**src/rtl/core/tid_pkg.sv**
```systemverilog
// ----------------------------------------------------------------------------
// tid_pkg
// Types, constants and helpers shared by the integrated-DOS pipeline.
// ----------------------------------------------------------------------------
package tid_pkg;

    localparam int E_W       = 32;  // energy field width
    localparam int Q_W       = 33;  // Q1.32 ratio width
    localparam int W_W       = 32;  // weight / share width
    localparam int N_LANES   = 6;   // parallel divider lanes
    localparam int DIV_STEPS = 32;  // quotient bits per ratio

    localparam logic [Q_W-1:0] ONE_Q = {1'b1, {(Q_W-1){1'b0}}};

    typedef logic [E_W-1:0] t_diff;
    typedef logic [Q_W-1:0] t_q;

    typedef struct packed {
        logic signed [E_W-1:0] query_energy;
        logic signed [E_W-1:0] vertex_energy_a;
        logic signed [E_W-1:0] vertex_energy_b;
        logic signed [E_W-1:0] vertex_energy_c;
        logic signed [E_W-1:0] vertex_energy_d;
    } t_in_item;

    typedef struct packed {
        logic [W_W-1:0] state_count_share;
        logic           order_error;
    } t_out_item;

    typedef enum logic [2:0] {
        REG_ZERO,
        REG_LOW,
        REG_MID,
        REG_HIGH,
        REG_ONE,
        REG_ERR
    } t_region;

    typedef struct packed {
        logic    valid;
        t_region region;
    } t_ctl;

    // Truncating product of two Q1.32 values in [0,1].
    function automatic t_q mul_q(t_q x, t_q y);
        logic [2*(Q_W-1)-1:0] p;
        p = x[Q_W-2:0] * y[Q_W-2:0];
        if (x >= ONE_Q)
            return (y > ONE_Q) ? ONE_Q : y;
        else if (y >= ONE_Q)
            return x;
        else
            return {1'b0, p[2*(Q_W-1)-1:Q_W-1]};
    endfunction

endpackage

```
**src/rtl/core/tid_div_lane.sv**
```systemverilog
// ----------------------------------------------------------------------------
// tid_div_lane
// Pipelined restoring divider, one quotient bit per stage, Q1.32 result.
// ----------------------------------------------------------------------------
module tid_div_lane (
    input  logic            i_clk,
    input  logic            i_en,
    input  tid_pkg::t_diff  i_num,
    input  tid_pkg::t_diff  i_den,
    output tid_pkg::t_q     o_ratio
);
    import tid_pkg::*;

    t_diff                r_rem [DIV_STEPS];
    t_diff                r_den [DIV_STEPS];
    logic [DIV_STEPS-1:0] r_quo [DIV_STEPS];
    logic                 r_sat [DIV_STEPS];

    t_diff                n_rem [DIV_STEPS];
    logic [DIV_STEPS-1:0] n_quo [DIV_STEPS];

    always_comb begin
        logic [E_W:0]         sh;
        t_diff                prem;
        t_diff                pden;
        logic [DIV_STEPS-1:0] pquo;
        for (int k = 0; k < DIV_STEPS; k++) begin
            prem = (k == 0) ? i_num : r_rem[(k == 0) ? 0 : k-1];
            pden = (k == 0) ? i_den : r_den[(k == 0) ? 0 : k-1];
            pquo = (k == 0) ? '0    : r_quo[(k == 0) ? 0 : k-1];
            sh   = {prem, 1'b0};
            if (sh >= {1'b0, pden}) begin
                n_rem[k] = t_diff'(sh - {1'b0, pden});
                n_quo[k] = {pquo[DIV_STEPS-2:0], 1'b1};
            end else begin
                n_rem[k] = sh[E_W-1:0];
                n_quo[k] = {pquo[DIV_STEPS-2:0], 1'b0};
            end
        end
    end

    always_ff @(posedge i_clk) begin
        if (i_en) begin
            for (int k = 0; k < DIV_STEPS; k++) begin
                r_rem[k] <= n_rem[k];
                r_quo[k] <= n_quo[k];
                r_den[k] <= (k == 0) ? i_den : r_den[(k == 0) ? 0 : k-1];
                // zero divisor or num >= den saturates at one
                r_sat[k] <= (k == 0) ? (i_den == '0 || i_num >= i_den)
                                     : r_sat[(k == 0) ? 0 : k-1];
            end
        end
    end

    assign o_ratio = r_sat[DIV_STEPS-1] ? ONE_Q : {1'b0, r_quo[DIV_STEPS-1]};

endmodule

```
**config.mk**
```make
export PLATFORM = sky130hd
export DESIGN_NAME = tid_div_lane
export DESIGN_NICKNAME = d
export VERILOG_FILES = /design/src/rtl/core/tid_pkg.sv /design/src/rtl/core/tid_div_lane.sv
export SDC_FILE = /design/constraint.sdc
export NUM_CORES = 2
export LEC_CHECK = 0
export BUFFER_PORTS_ARGS = -buffer_cell sky130_fd_sc_hd__buf_2
export CAP_MARGIN = 20
export CORE_MARGIN = 10
export CORE_UTILIZATION = 35
export DETAILED_ROUTE_END_ITERATION = 8
export SYNTH_ARGS = -nofsm -noshare
export SYNTH_HDL_FRONTEND = slang
export SYNTH_SLANG_ARGS = --single-unit
```
**constraint.sdc**
```tcl
create_clock -name i_clk -period 4.3 [get_ports i_clk]
set_input_delay 0.86 -clock i_clk [delete_from_list [all_inputs] [get_ports i_clk]]
set_output_delay 0.86 -clock i_clk [all_outputs]
set_load 0.01 [all_outputs]
```
# [Word-level counts from Yosys, hierarchy flattened]
# Memory sizes are Yosys's and may differ from the RTL's.
# Cells that the tools add are included.
[totals] ff_bits=0 latchBits=0 ram_bits=3104 mem_bits_ro=0 input_bits=66 out_inout_bits=33 wordCells=138 mem_count=4
[classes] add_sub_neg=32 multipliers=0 n_div=0 n_lt_le_gt_ge=33 eq_ne=0 shift=0 n_mux=67 n_bitwise=0 n_reduce_logical=2
[mem_list] name="r_den" depth=32 word_bits=32 read_ports=31 rd_ports_with_merged_regs=0 wr=32 line="tid_div_lane.sv:15" rtl="t_diff r_den [DIV_STEPS];"
[mem_list] name="r_quo" depth=32 word_bits=32 read_ports=32 rd_ports_with_merged_regs=0 wr=32 line="tid_div_lane.sv:16" rtl="logic [DIV_STEPS-1:0] r_quo [DIV_STEPS];"
[mem_list] name="r_rem" depth=32 word_bits=32 read_ports=31 rd_ports_with_merged_regs=0 wr=32 line="tid_div_lane.sv:14" rtl="t_diff r_rem [DIV_STEPS];"
[mem_list] name="r_sat" depth=32 word_bits=1 read_ports=32 rd_ports_with_merged_regs=0 wr=32 line="tid_div_lane.sv:17" rtl="logic r_sat [DIV_STEPS];"
[op_table] op="33-bit by 32-bit >= comparator with 1-bit output" count=32
[op_table] op="32-bit two-way mux" count=32
[op_table] op="32-bit subtractor" count=32
[op_table] op="1-bit two-way mux" count=34
[op_table] op="33-bit two-way mux" count=1
[op_table] op="32-bit >= comparator" count=1
[op_table] op="32-bit logical NOT" count=1
[op_table] op="1-bit logical OR" count=1

# [Longest topological paths before layout]
# An unclocked memory read counts as a cell.
[depth] ltp_word=3 mapped_depth=16 ltp_nobuf=13

# [Least setup slack after synthesis]
# No wires, ideal clock.
[synth_timing] path_kind="in2reg" from="input i_den[4]" to="memory r_rem[0][15] in the netlist's numbering, data pin" setup_time_ns=0.260 arrival_time_ns=3.559 required_time_ns=4.040 slack_ns=0.481 cell_stages=13 path_buffers=2 cell_sequence="inv_1 ha_1 a21o_1 a21o_1 a21o_1 a22o_1 a221o_1 a21o_1 a31o_2 a31o_2 buf_2 buf_2 mux2_2"
[synth_lines] element="start, declared" line="tid_div_lane.sv:9" rtl="input tid_pkg::t_diff i_den,"
[synth_lines] element="end, declared" line="tid_div_lane.sv:14"

==> flow_summary.ini <==
[synth]
yosys.area.top_type = edfxtp_1
yosys_register_bits = 2544
ys.flop_type = edfxtp_1
synthesis.area_mm2 = 0.141
ys_seq_area_frac = 0.541
postSynthCellCount = 12400
synth_area_per_cell_um2 = 11.4
yosys_warnings = 0
synthArstFlopShare = 0
ys_top_cells_by_area = edfxtp_1 54%, ha_1 9.3%, a21oi_1 3.9%
synth_edf_count = 2544
netlist.area_leader.share = 0.541
synth_nets = 13600
ys_types = 94

[cells_and_area]
final_cells = 18300
fill_cells = 38600
drive_above_1_share = 0.0940
synthToLayoutAreaGrowth_pct = 12.7
num-nets-final = 13900
multi_input_area_mm2 = 0.0591
final_common_cell = edfxtp_1
final_cell_mix = 2,544 x edfxtp_1, 1,261 x inv_1, 1,103 x a21oi_1
final_area_mm2 = 0.159
regArea_mm2 = 0.0764

[place]
dp_cells = 17700
dpl.hpwl_mm = 252
placed_cell_area_mm2 = 0.150
dp_slack_ps = 203
port_buffers = 98
globalplace.congestion = 0.881

[routing]
wl_per_cell_um = 18.1
vias = 93000
drc_errors = 0
ant_nets = 0
dr.first_iter.drc_count = 6245
drt-vias-per-instance = 5.09
first_pass_iters = 6
routed_wl_mm = 330

[cts]
clock_latency_ps = 930
clockBufferDepth = 4
clk_pin_slew_ps = 60
post_cts_buffers = 0
numCtsBuffers = 294
cts_tree = yes
ctsHoldBuffers = 0
htree_levels = 5
cts-root-buf = clkbuf_16
cts_resized = 0
clkSinkCount = 2544

[sta]
fin_hold_ws_ps = 200
period_needed_ps = 4080
maxSlewHeadroom = 0.367
drv_slew = 0
fmax_mhz = 245
setup_tns_ps = 0
hold_viol_final = 0
rsz0062_at_grt = no
fin_ws_ps = 219
post-route-period-util = 0.949
clock_skew_ps = 62.6
finalSetupViolCount = 0
tightest_slew_ps = 950

[worst_setup_path]
slowest_delay_ps = 440
cp-startpoint = r_den[24][1]
r2r-end = r_rem[1][292]
critPathSlowestCell = a31oi_1
cp.arrival_ps = 4730
cp-end-kind = flip-flop
path_cells = inv_1 > ha_1 > nor2b_1 > o31a_1 > o31a_1 > o211ai_1 > a21oi_1 > a31oi_1 > o31a_1 > a31o_2 > nand2_1 > a41oi_4 > buf_12 > mux2_2
critical_path_class = flip-flop to flip-flop
worst_setup_path_start_kind = flip-flop
critPathMaxFanout = 33
cp_common_cell = o31a_1
required_ps = 4950
r2r_cells = 14
ff2ff_setup_slack_ps = 220
timing.rr.start = r_den[24][1]
cp-endpoint = r_rem[1][292]

[power]
p_sw_frac = 0.375
power_density_mw_per_mm2 = 765
clock_power_share = 0.201
p_seq_frac = 0.338
pwr-share-comb = 0.460
p_leak_nw = 64.3
p_int_mw = 76.1
ir_worst_vdd_mv = 0.353
p_sw_mw = 45.6

[floorplanning]
core_mm2 = 0.402
die_w_um = 655
die_area_mm2 = 0.429
fp.dieH_um = 655
rows = 233
io-pin-count = 99
start_util = 0.351

[global_route]
track_usage = 0.149
grt_max_degree = 114
antenna_found_initial = 3
grt_pass1_vias = 90500
grt_first_pass_wirelength_mm = 514
grt_overflow_total = 0

[worst_hold_path]
worstHoldPathType = input port to flip-flop

[run]
drv_cap = 0

[run_status]
status = finished clean
-- power by group through the flow --
| stage | logic, mW | clock network, mW | registers [mW] |
|---|---|---|---|
| after floorplan | 42.1 | 0 | 39.2 |
| after global placement | 55.1 | 0 | 41.8 |
| after detailed placement | 55.4 | 0 | 41.8 |
| after CTS | 55.9 | 25.3 | 41.3 |
| after global routing | 62.4 | 26.2 | 41.8 |
| final | 56.0 | 24.5 | 41.2 |
-- cells in the mapped netlist (47+ instances only) --
cell type  instances
o21a_1           134
o31ai_1           83
nand4_1          146
nor4_1            51
edfxtp_1        2544
buf_2             47
nand3_1          215
ha_1            1055
a21oi_1         1106
nor2_1           714
o21bai_1          98
clkbuf_1         207
and2_1            59
and3_1            94
o21ai_1           50
nor2b_1          204
nand2b_1         150
nand2_1          796
o21ai_0          714
xor2_1           348
xnor2_1          499
inv_1           1261
mux2_2           371
a31oi_1           95
a21o_1           542
nor3_1           125
a211oi_1          74
-- cells by family (layout without fill, tap and decap cells) --
family / count (synthesis) / after routing / share of synthesized area
DFF: 2544 / 2544 / 0.541
adders and majority gates: 1086 / 1086 / 0.0978
and+or+nand+nor: 2700 / 2700 / 0.0910
AOI/OAI and AO/OA: 3287 / 3287 / 0.144
muxes: 394 / 394 / 0.0313
xor gates and xnor gates: 847 / 847 / 0.0525
other: 0 / 1 / 0
buffers and inverters: 1554 / 2127 / 0.0422
-- worst min-delay path by stage --
stage / slack (ps) / end / depth (start not counted) / start
final: 200 / r_den[0][9] / 1 / i_den[9]
after global routing: 160 / r_den[0][24] / 1 / i_den[24]
after CTS: 110 / r_den[0][9] / 1 / i_den[9]
after floorplan: 400 / r_quo[0][129] / 0 / r_quo[0][96]
after detailed placement: 400 / r_quo[0][452] / 0 / r_quo[0][419]
after global placement: 400 / r_sat[30] / 0 / r_sat[29]
-- critical path, delay by kind of cell, from the launching register on --
family,cells,cell delay (ps)
muxes,1,370
AOI/OAI and AO/OA,8,2200
buffers and inverters,2,330
adders and majority gates,1,230
and+or+nand+nor,2,230
DFF,1,420
-- area by class of cell --
cell class              count  share of cell area
multi-input cells        8314               0.371
repair buffers            340              0.0187
flip-flops and latches   2544               0.480
diodes                      1           0.0000157
well taps                5287              0.0415
clock buffers             360              0.0484
clock inverters           166              0.0105
inverters                1261              0.0297
-- metrics by stage --
step	utilization	power, mW
after detailed placement	0.372	97.2
after global routing	0.396	130
final	0.396	122
after global placement	0.372	96.9
after CTS	0.396	123
after floorplan	-	81.4
-- flip-flops by register name, indices dropped and copies added (netlist names) --
name / count
r_rem: 992
r_den: 992
r_quo: 528
r_sat: 32
-- routing by layer --
| layer | vias up | share of wire | global-route usage |
|---|---|---|---|
| met5 | - | 0 | 0 |
| li1 | 46200 | - | - |
| met1 | 44600 | 0.43 | 0.186 |
| met2 | 1721 | 0.50 | 0.268 |
| met4 | 0 | 0.033 | 0.0466 |
| met3 | 554 | 0.034 | 0.0161 |
(Power assumes the default switching activity.)
